File: config.mk
export PLATFORM = sky130hd
export DESIGN_NAME = rc_servo_mapper_failsafe_core
export DESIGN_NICKNAME = d
export VERILOG_FILES = /design/src/design/rsm_pkg.sv /design/src/design/rsm_divider.sv /design/src/design/rsm_datapath.sv /design/src/design/rsm_ctrl.sv /design/src/design/rc_servo_mapper_failsafe_core.sv
export SDC_FILE = /design/constraint.sdc
export NUM_CORES = 2
export LEC_CHECK = 0
export BUFFER_PORTS_ARGS = -buffer_cell sky130_fd_sc_hd__buf_2
export CORE_MARGIN = 2
export CORE_UTILIZATION = 50
export CTS_CLUSTER_DIAMETER = 100
export DETAILED_ROUTE_END_ITERATION = 8
export PLACE_DENSITY = 0.66
export SKIP_CTS_REPAIR_TIMING = 1
export SLEW_MARGIN = 20
export SYNTH_ARGS = -nofsm -noshare
export SYNTH_HDL_FRONTEND = slang
export SYNTH_SLANG_ARGS = --single-unit
File: constraint.sdc
create_clock -name clk -period 25.8 [get_ports clk]
set_input_delay 5.16 -clock clk [delete_from_list [all_inputs] [get_ports clk]]
set_output_delay 5.16 -clock clk [all_outputs]
set_load 0.02 [all_outputs]
File: src/design/rsm_pkg.sv
// rsm_pkg: shared types and constants of the RC servo mapper with failsafe.
// No dependencies; every other file of the block but rsm_divider imports it.
`timescale 1ns / 1ps
`default_nettype none
package rsm_pkg;

  // Item commands
  localparam logic [1:0] CMD_CAPTURE = 2'd0;
  localparam logic [1:0] CMD_TICK    = 2'd1;
  localparam logic [1:0] CMD_EXT     = 2'd2;
  localparam logic [1:0] CMD_UNUSED  = 2'd3;

  // Steering directions
  localparam logic [1:0] DIR_NEUTRAL = 2'd0;
  localparam logic [1:0] DIR_LEFT    = 2'd1;
  localparam logic [1:0] DIR_RIGHT   = 2'd2;

  // Configuration register indexes
  localparam logic [2:0] CFG_LEFT_THRESHOLD   = 3'd0;
  localparam logic [2:0] CFG_RIGHT_THRESHOLD  = 3'd1;
  localparam logic [2:0] CFG_INPUT_SPAN_LEFT  = 3'd2;
  localparam logic [2:0] CFG_INPUT_SPAN_RIGHT = 3'd3;
  localparam logic [2:0] CFG_SERVO_NEUTRAL    = 3'd4;
  localparam logic [2:0] CFG_SERVO_SPAN_LEFT  = 3'd5;
  localparam logic [2:0] CFG_SERVO_SPAN_RIGHT = 3'd6;
  localparam logic [2:0] CFG_TIMEOUT_START    = 3'd7;

  // Register reset values
  localparam logic [15:0] RST_LEFT_THRESHOLD   = 16'd2900;
  localparam logic [15:0] RST_RIGHT_THRESHOLD  = 16'd3100;
  localparam logic [15:0] RST_INPUT_SPAN       = 16'd1000;
  localparam logic [15:0] RST_SERVO_NEUTRAL    = 16'd4500;
  localparam logic [15:0] RST_SERVO_SPAN       = 16'd1500;
  localparam logic [7:0]  RST_TIMEOUT_START    = 8'd20;

  // Servo limits and percent scale
  localparam logic [15:0] SERVO_LIMIT_LEFT  = 16'd3000;
  localparam logic [15:0] SERVO_LIMIT_RIGHT = 16'd6000;
  localparam logic [15:0] PERCENT_FULL      = 16'd100;

  // ceil(2^23 / 100): (x * PERCENT_RECIP) >> 23 equals x / 100 for any 16-bit x
  localparam logic [16:0] PERCENT_RECIP     = 17'd83887;

  // Controller to datapath commands
  typedef struct packed {
    logic accept;    // input item taken this cycle
    logic div_load;  // set up operands and start the divider
    logic load_out;  // finish the item into the output register
  } rsm_cmd_t;

  // Datapath to controller status
  typedef struct packed {
    logic div_done;  // divider idle, quotient valid
  } rsm_sts_t;

endpackage
`default_nettype wire

File: src/design/rsm_divider.sv
// rsm_divider: restoring radix-2 divider, 32-bit dividend by 16-bit divisor.
// One quotient bit per cycle. Uses nothing from the package.
`timescale 1ns / 1ps
`default_nettype none
module rsm_divider (
  input  wire logic        clk,
  input  wire logic        rst_n,
  input  wire logic        load,
  input  wire logic [31:0] dividend,
  input  wire logic [15:0] divisor,
  output logic [31:0]      quotient,
  output logic             done
);

  logic [31:0] quo_r, quo_nxt;
  logic [15:0] rem_r, rem_nxt;
  logic [15:0] den_r;
  logic [4:0]  cnt_r, cnt_nxt;
  logic        busy_r, busy_nxt;
  logic [16:0] shifted;
  logic        ge;

  // One shift and subtract step
  always_comb begin
    shifted  = {rem_r, quo_r[31]};
    ge       = (shifted >= {1'b0, den_r});
    rem_nxt  = ge ? 16'(shifted - {1'b0, den_r}) : shifted[15:0];
    quo_nxt  = {quo_r[30:0], ge};
    cnt_nxt  = cnt_r + 5'd1;
    busy_nxt = busy_r && (cnt_r != 5'd31);
  end

  // Control state
  always_ff @(posedge clk) begin
    if (!rst_n) begin
      busy_r <= 1'b0;
      cnt_r  <= 5'd0;
    end else if (load) begin
      busy_r <= 1'b1;
      cnt_r  <= 5'd0;
    end else if (busy_r) begin
      busy_r <= busy_nxt;
      cnt_r  <= cnt_nxt;
    end
  end

  // Operand and partial result registers
  always_ff @(posedge clk) begin
    if (load) begin
      quo_r <= dividend;
      rem_r <= 16'd0;
      den_r <= divisor;
    end else if (busy_r) begin
      quo_r <= quo_nxt;
      rem_r <= rem_nxt;
    end
  end

  assign quotient = quo_r;
  assign done     = !busy_r;

endmodule
`default_nettype wire

File: src/design/rsm_datapath.sv
// rsm_datapath: configuration registers, watchdog state, operand setup,
// final mapping and output register. Depends on rsm_pkg and rsm_divider.
`timescale 1ns / 1ps
`default_nettype none
module rsm_datapath (
  input  wire logic             clk,
  input  wire logic             rst_n,
  input  wire rsm_pkg::rsm_cmd_t cmd,
  output rsm_pkg::rsm_sts_t     sts,
  input  wire logic             cfg_we,
  input  wire logic [2:0]       cfg_index,
  input  wire logic [15:0]      cfg_data,
  input  wire logic [1:0]       in_command,
  input  wire logic [15:0]      in_pulse_width,
  input  wire logic [1:0]       in_steer_direction,
  input  wire logic [7:0]       in_steer_percent,
  output logic [14:0]           out_compare_value,
  output logic [1:0]            out_direction,
  output logic                  out_remote_active,
  output logic                  out_brake_request
);
  import rsm_pkg::*;

  // Configuration
  logic [15:0] left_thr_r, right_thr_r, in_span_l_r, in_span_r_r;
  logic [15:0] neutral_r, sv_span_l_r, sv_span_r_r;
  logic [7:0]  timeout_start_r;

  // Block state
  logic [15:0] stored_pulse_r;
  logic [7:0]  timeout_cnt_r;
  logic        remote_on_r;

  // Item working registers
  logic [1:0]  cmd_r;
  logic [1:0]  dir_r;
  logic [6:0]  pct_r;
  logic        ext_ok_r;
  logic        map_r;
  logic        brake_r;
  logic [9:0]  ext_step_r;

  // Setup signals
  logic [1:0]  region;
  logic [15:0] mul_a, mul_b;
  logic [31:0] dividend;
  logic [15:0] divisor;
  logic [31:0] quotient;
  logic        div_done;
  logic [15:0] ext_span;
  logic [32:0] ext_prod;

  // Finish signals
  logic signed [33:0] v_tick;
  logic signed [17:0] v_ext;
  logic [16:0]        ext_off;
  logic [15:0]        servo_tick, servo_ext, servo;

  // Configuration writes
  always_ff @(posedge clk) begin
    if (!rst_n) begin
      left_thr_r      <= RST_LEFT_THRESHOLD;
      right_thr_r     <= RST_RIGHT_THRESHOLD;
      in_span_l_r     <= RST_INPUT_SPAN;
      in_span_r_r     <= RST_INPUT_SPAN;
      neutral_r       <= RST_SERVO_NEUTRAL;
      sv_span_l_r     <= RST_SERVO_SPAN;
      sv_span_r_r     <= RST_SERVO_SPAN;
      timeout_start_r <= RST_TIMEOUT_START;
    end else if (cfg_we) begin
      case (cfg_index)
        CFG_LEFT_THRESHOLD:   left_thr_r      <= cfg_data;
        CFG_RIGHT_THRESHOLD:  right_thr_r     <= cfg_data;
        CFG_INPUT_SPAN_LEFT:  in_span_l_r     <= cfg_data;
        CFG_INPUT_SPAN_RIGHT: in_span_r_r     <= cfg_data;
        CFG_SERVO_NEUTRAL:    neutral_r       <= cfg_data;
        CFG_SERVO_SPAN_LEFT:  sv_span_l_r     <= cfg_data;
        CFG_SERVO_SPAN_RIGHT: sv_span_r_r     <= cfg_data;
        CFG_TIMEOUT_START:    timeout_start_r <= cfg_data[7:0];
        default: ;
      endcase
    end
  end

  // Capture and watchdog update at item accept
  always_ff @(posedge clk) begin
    if (!rst_n) begin
      stored_pulse_r <= 16'd0;
      timeout_cnt_r  <= 8'd0;
      remote_on_r    <= 1'b0;
    end else if (cmd.accept) begin
      if (in_command == CMD_CAPTURE) begin
        stored_pulse_r <= in_pulse_width;
        timeout_cnt_r  <= timeout_start_r;
      end else if (in_command == CMD_TICK) begin
        if (remote_on_r) begin
          if (timeout_cnt_r == 8'd0) begin
            remote_on_r <= 1'b0;
          end else begin
            timeout_cnt_r <= timeout_cnt_r - 8'd1;
          end
        end else if (timeout_cnt_r == timeout_start_r) begin
          remote_on_r <= 1'b1;
        end
      end
    end
  end

  // Per-item flags latched at accept; tick direction set from region at divider load
  always_ff @(posedge clk) begin
    if (cmd.accept) begin
      cmd_r    <= in_command;
      pct_r    <= in_steer_percent[6:0];
      ext_ok_r <= (in_steer_percent <= PERCENT_FULL[7:0]);
      map_r    <= remote_on_r && (timeout_cnt_r != 8'd0);
      brake_r  <= (in_command == CMD_TICK) &&
                  (remote_on_r ? (timeout_cnt_r == 8'd0)
                               : (timeout_cnt_r == timeout_start_r));
      dir_r    <= in_steer_direction;
    end else if (cmd.div_load && (cmd_r == CMD_TICK)) begin
      dir_r    <= map_r ? region : DIR_NEUTRAL;
    end
  end

  // Pulse region against the thresholds
  always_comb begin
    if (stored_pulse_r > left_thr_r && stored_pulse_r < right_thr_r) begin
      region = DIR_NEUTRAL;
    end else if (stored_pulse_r > right_thr_r) begin
      region = DIR_RIGHT;
    end else if (stored_pulse_r < left_thr_r) begin
      region = DIR_LEFT;
    end else begin
      region = DIR_NEUTRAL;
    end
  end

  // Divider operands: servo span times pulse distance over input span
  always_comb begin
    if (region == DIR_RIGHT) begin
      mul_a   = sv_span_r_r;
      mul_b   = stored_pulse_r - right_thr_r;
      divisor = (in_span_r_r == 16'd0) ? 16'd1 : in_span_r_r;
    end else begin
      mul_a   = sv_span_l_r;
      mul_b   = left_thr_r - stored_pulse_r;
      divisor = (in_span_l_r == 16'd0) ? 16'd1 : in_span_l_r;
    end
    dividend = 32'(mul_a) * 32'(mul_b);
  end

  rsm_divider u_div (
    .clk      (clk),
    .rst_n    (rst_n),
    .load     (cmd.div_load),
    .dividend (dividend),
    .divisor  (divisor),
    .quotient (quotient),
    .done     (div_done)
  );

  assign sts.div_done = div_done;

  // Per-percent step of the servo span: span over 100 by reciprocal multiply
  always_comb begin
    ext_span = (dir_r == DIR_RIGHT) ? sv_span_r_r : sv_span_l_r;
    ext_prod = 33'(ext_span) * 33'(PERCENT_RECIP);
  end

  always_ff @(posedge clk) begin
    if (cmd.div_load) begin
      ext_step_r <= ext_prod[32:23];
    end
  end

  // Tick value: neutral plus or minus offset, clamped to servo limits
  always_comb begin
    if (map_r && dir_r == DIR_RIGHT) begin
      v_tick = $signed({18'd0, neutral_r}) + $signed({2'b00, quotient});
    end else if (map_r && dir_r == DIR_LEFT) begin
      v_tick = $signed({18'd0, neutral_r}) - $signed({2'b00, quotient});
    end else begin
      v_tick = $signed({18'd0, neutral_r});
    end
    if (v_tick < $signed({18'd0, SERVO_LIMIT_LEFT})) begin
      servo_tick = SERVO_LIMIT_LEFT;
    end else if (v_tick > $signed({18'd0, SERVO_LIMIT_RIGHT})) begin
      servo_tick = SERVO_LIMIT_RIGHT;
    end else begin
      servo_tick = v_tick[15:0];
    end
  end

  // External value: truncated per-percent step times percent, saturated
  always_comb begin
    ext_off = 17'(ext_step_r) * 17'(pct_r);
    if (ext_ok_r && dir_r == DIR_RIGHT) begin
      v_ext = $signed({2'b00, neutral_r}) + $signed({1'b0, ext_off});
    end else if (ext_ok_r && dir_r == DIR_LEFT) begin
      v_ext = $signed({2'b00, neutral_r}) - $signed({1'b0, ext_off});
    end else begin
      v_ext = $signed({2'b00, neutral_r});
    end
    if (v_ext < 18'sd0) begin
      servo_ext = 16'd0;
    end else if (v_ext > 18'sd65535) begin
      servo_ext = 16'hFFFF;
    end else begin
      servo_ext = v_ext[15:0];
    end
    servo = (cmd_r == CMD_TICK) ? servo_tick : servo_ext;
  end

  // Output register
  always_ff @(posedge clk) begin
    if (cmd.load_out) begin
      out_compare_value <= servo[15:1];
      out_direction     <= dir_r;
      out_remote_active <= remote_on_r;
      out_brake_request <= brake_r;
    end
  end

endmodule
`default_nettype wire

File: src/design/rsm_ctrl.sv
// rsm_ctrl: item sequencer and output handshake of the servo mapper.
// Depends on rsm_pkg for command codes and the command/status structs.
`timescale 1ns / 1ps
`default_nettype none
module rsm_ctrl (
  input  wire logic             clk,
  input  wire logic             rst_n,
  input  wire logic             in_valid,
  output logic                  in_ready,
  input  wire logic [1:0]       in_command,
  output logic                  out_valid,
  input  wire logic             out_ready,
  output rsm_pkg::rsm_cmd_t     cmd,
  input  wire rsm_pkg::rsm_sts_t sts
);
  import rsm_pkg::*;

  localparam logic [1:0] ST_IDLE  = 2'd0;
  localparam logic [1:0] ST_SETUP = 2'd1;
  localparam logic [1:0] ST_DIV   = 2'd2;
  localparam logic [1:0] ST_FIN   = 2'd3;

  logic [1:0] state_r, state_nxt;
  logic       out_valid_r, out_valid_nxt;

  // Next state and commands
  always_comb begin
    state_nxt    = state_r;
    cmd.accept   = 1'b0;
    cmd.div_load = 1'b0;
    cmd.load_out = 1'b0;
    in_ready     = (state_r == ST_IDLE);
    case (state_r)
      ST_IDLE: begin
        if (in_valid) begin
          cmd.accept = 1'b1;
          if (in_command == CMD_TICK || in_command == CMD_EXT) begin
            state_nxt = ST_SETUP;
          end
        end
      end
      ST_SETUP: begin
        cmd.div_load = 1'b1;
        state_nxt    = ST_DIV;
      end
      ST_DIV: begin
        if (sts.div_done) begin
          state_nxt = ST_FIN;
        end
      end
      ST_FIN: begin
        if (!out_valid_r || out_ready) begin
          cmd.load_out = 1'b1;
          state_nxt    = ST_IDLE;
        end
      end
      default: state_nxt = ST_IDLE;
    endcase
  end

  // Output valid: set on load, cleared when the item is taken
  always_comb begin
    if (cmd.load_out) begin
      out_valid_nxt = 1'b1;
    end else if (out_ready) begin
      out_valid_nxt = 1'b0;
    end else begin
      out_valid_nxt = out_valid_r;
    end
  end

  always_ff @(posedge clk) begin
    if (!rst_n) begin
      state_r     <= ST_IDLE;
      out_valid_r <= 1'b0;
    end else begin
      state_r     <= state_nxt;
      out_valid_r <= out_valid_nxt;
    end
  end

  assign out_valid = out_valid_r;

endmodule
`default_nettype wire

File: src/design/rc_servo_mapper_failsafe_core.sv
// RC servo mapper with failsafe: capture items update the stored pulse and the
// watchdog and give no result; tick and external items pass setup, the serial
// divider and finish into the output register; no new item is taken before that.
// The next item is accepted while a finished result waits in the output register.
// Synchronous active-low reset restores register defaults and clears the
// watchdog state. Depends on rsm_pkg, rsm_ctrl, rsm_datapath.
`timescale 1ns / 1ps
`default_nettype none
module rc_servo_mapper_failsafe_core (
  input  wire logic        clk,
  input  wire logic        rst_n,
  // Configuration write channel
  input  wire logic        cfg_valid,
  output logic             cfg_ready,
  input  wire logic [2:0]  cfg_index,
  input  wire logic [15:0] cfg_data,
  // Input item channel
  input  wire logic        in_valid,
  output logic             in_ready,
  input  wire logic [1:0]  in_command,
  input  wire logic [15:0] in_pulse_width,
  input  wire logic [1:0]  in_steer_direction,
  input  wire logic [7:0]  in_steer_percent,
  // Result item channel
  output logic             out_valid,
  input  wire logic        out_ready,
  output logic [14:0]      out_compare_value,
  output logic [1:0]       out_direction,
  output logic             out_remote_active,
  output logic             out_brake_request
);
  import rsm_pkg::*;

  rsm_cmd_t cmd;
  rsm_sts_t sts;

  // Configuration is always writable
  assign cfg_ready = 1'b1;

  rsm_ctrl u_ctrl (
    .clk        (clk),
    .rst_n      (rst_n),
    .in_valid   (in_valid),
    .in_ready   (in_ready),
    .in_command (in_command),
    .out_valid  (out_valid),
    .out_ready  (out_ready),
    .cmd        (cmd),
    .sts        (sts)
  );

  rsm_datapath u_dp (
    .clk                (clk),
    .rst_n              (rst_n),
    .cmd                (cmd),
    .sts                (sts),
    .cfg_we             (cfg_valid),
    .cfg_index          (cfg_index),
    .cfg_data           (cfg_data),
    .in_command         (in_command),
    .in_pulse_width     (in_pulse_width),
    .in_steer_direction (in_steer_direction),
    .in_steer_percent   (in_steer_percent),
    .out_compare_value  (out_compare_value),
    .out_direction      (out_direction),
    .out_remote_active  (out_remote_active),
    .out_brake_request  (out_brake_request)
  );

endmodule
`default_nettype wire
==> run metrics <==
Post-synth EDFFs=slightly above 90; largest net degree at the start of global routing=between 90 and 100; Routability Congestion=just over 0.9; CTS tree=built; RSZ-0062 raised after global routing=false; Die ar.=roughly 69000 µm²; Worst Setup SP=u_dp.stored_pulse_r[0]; status=completed; first-pass GRT wire length=around 140000 µm; Die W=roughly 260 µm; HP Class=flop to flop; Period minus WS final=~10 ns; Worst-Skew Late Latency=between 0.6 and 0.7 ns; total of max-cap violations=0; sequential fraction of the synthesis area=between 15 and 20%; WP data required=~26 ns; Worst path top cell family by delay=adder cells; area leader, netlist=fa_1; Crit Path Max Fanout=92; total CTS buffers=30; drt initial violations=approximately 1900; Tot GR Track Use=between 20% and 30%; GR Overflow Total=0; Stages on worst setup path=38; async set or reset register ratio after synthesis=0%; Synth Register Bits=about 260; Worst-path clk slew=about 0.060 ns; # H-tree levels=1; Largest stage delay, worst path=around 0.55 ns; Reg2Reg Setup Slack=about 15 ns; Mean Syn Cell Area=~8.6 µm²; Final HPWL DP=71600 µm; core area=~66000 µm²; Slew @ Worst Pin=~1.1 ns; initial antenna violation count=0; Worst Skew=~0.037 ns; remaining routing DRC violations=0; vias in the first global route=between 20000 and 30000; yosys warns=0; Root Buffer=clkbuf_16; slowest CP cell=fa_1; Initial DRT Pass Iterations=8; crit end category=flop; Via Count=about 27000; Worst slew margin=around 29%; Final setup viols=0; Port Buffers=72; crit path DAT=about 11 ns; FP Rows=94; post-route setup TNS=0 ns; fin crit share=about two fifths; Layout Nets=approximately 4700; WL per Instance=~19 µm; Max Slew Vio Count=0; Synth area leaders=fa_1 20%, ha_1 15%, dfxtp_1 10%, edfxtp_1 8.2%, inv_1 6.7%; I/O pin total=74; share of cells above drive strength 1=under 10%; Initial Util=about half; CTS Buffer Depth=3; DRT antenna net count=0; P&R area growth vs syn=6.36%; Syn Inst Count=roughly 3900; r2r startpoint=u_dp.stored_pulse_r[0]; crit path launch type=flop; post-synth top area share=about a fifth; Distinct cells, synth=98; ys flop type=dfxtp_1; Netlist Area Pre-Place=between 30000 and 40000 µm²; Buf/Inv on CP=8; critical path class=flop to flop; critical path endpoint=u_dp.u_div.quotient[30]; number of clock sinks=261; DR vias/cell=around 5.7; Die H=~260 µm; most common cell in the synthesized netlist=inv_1; Setup WS post-layout=approximately 15 ns; final hold slack=0.461 ns; Routed WL=between 80000 and 90000 µm; fmax=around 96 MHz; Post-Place Setup Slack=between 15 and 20 ns; reg2reg path depth=38; # diodes=0; Hold Fails Final Rpt=0; Post-synth top cells=596 x inv_1, 547 x nand2_1, 397 x ha_1, 339 x fa_1, 235 x nor2_1; end of the worst register-to-register path=u_dp.u_div.quotient[30]; post-synthesis net count=between 4000 and 5000
sequential cells by signal (all words and copies together) (netlist names), 2 cells and up:
signal / cells
u_dp.right_thr_r: 16
u_dp.u_div.den_r: 16
u_dp.sv_span_r_r: 16
u_dp.u_div.rem_r: 16
u_dp.in_span_l_r: 16
u_dp.timeout_start_r: 8
u_dp.sv_span_l_r: 16
u_dp.cmd_r: 2
u_dp.stored_pulse_r: 16
u_dp.u_div.cnt_r: 5
u_dp.timeout_cnt_r: 8
u_dp.neutral_r: 16
u_dp.left_thr_r: 16
u_ctrl.state_r: 2
u_dp.in_span_r_r: 16
u_dp.u_div.quotient: 32
u_dp.dir_r: 2
u_dp.pct_r: 7
u_dp.ext_step_r: 10
u_dp.out_direction: 2
u_dp.out_compare_value: 15
placed cells by master, fill, tap and decap left out, drive strengths merged, types with 28 or more instances in the layout:
cell / n
inv: 600
nand2: 547
ha: 397
fa: 339
nor2: 235
dfxtp: 170
a21oi: 154
o21ai: 110
a21boi: 106
buf: 105
edfxtp: 91
and2: 85
nand3: 77
xnor2: 70
a21o: 69
nor2b: 58
nand2b: 44
nor3: 43
a211oi: 37
clkbuf: 37
xor2: 34
mux2: 32
o22ai: 32
mux2i: 28
metrics by stage:
step                      area, µm²  cells  util, %
after floorplan               33500   3918        -
after global placement        34600   4738     52.4
after detailed placement      34600   4738     52.4
after CTS                     35600   4794     53.9
after global routing          35600   4794     53.9
final                         35600   4794     53.9
cell families (layout without fill, tap and decap cells):
| group | after synthesis | count (layout) | synth area share [%] |
|---|---|---|---|
| and+or+nand+nor | 1220 | 1220 | 16.8 |
| adders and majority gates | 736 | 736 | 35.1 |
| muxes | 60 | 60 | 1.91 |
| DFF | 261 | 261 | 18.3 |
| xor gates and xnor gates | 104 | 104 | 2.72 |
| buffers and inverters | 745 | 757 | 8.52 |
| AOI/OAI and AO/OA | 791 | 791 | 16.7 |
| other | 1 | 1 | 0.0112 |
worst min-delay path: cells and delay by family, from the launching register on:
family,cells,cell delay [ns]
AND/OR/NAND/NOR,1,0.04
flip-flops,1,0.31
AO/OA/AOI/OAI,1,0.06
worst min path at each step:
| stage | slack [ns] | start | to | cells past startpoint |
|---|---|---|---|---|
| 6_report | 0.46 | u_dp.right_thr_r[14] | u_dp.right_thr_r[14] | 2 |
| 5_1_grt | 0.48 | u_dp.right_thr_r[8] | u_dp.right_thr_r[8] | 2 |
| 4_1_cts | 0.47 | u_dp.right_thr_r[7] | u_dp.right_thr_r[7] | 2 |
| 3_5_place_dp | 0.46 | u_dp.right_thr_r[7] | u_dp.right_thr_r[7] | 2 |
| 2_1_floorplan | 0.40 | u_dp.brake_r | u_dp.out_brake_request | 0 |
| 3_3_place_gp | 0.45 | u_dp.left_thr_r[0] | u_dp.left_thr_r[0] | 2 |
layer usage:
| metal | vias to the layer above | global-route usage (%) | routed length (µm) |
|---|---|---|---|
| met1 | 13100 | 36.7 | 41100 |
| met3 | 113 | 3.44 | 6060 |
| met5 | - | 0 | 0 |
| li1 | 13100 | - | - |
| met4 | 0 | 5.61 | 2150 |
| met2 | 849 | 41.6 | 40300 |
area by class of cell:
cell class | count | area, µm²
Fill cell | 6221 | 30500
Multi-Input combinational cell | 2912 | 24600
Sequential cell | 261 | 6140
Inverter | 596 | 2240
Tap cell | 864 | 1080
Clock buffer | 37 | 797
Timing Repair Buffer | 105 | 611
Clock inverter | 19 | 206
Power is left out: the tool's default activity adds up to more than one toggle a clock period on the data nets, which glitch-free logic cannot reach.
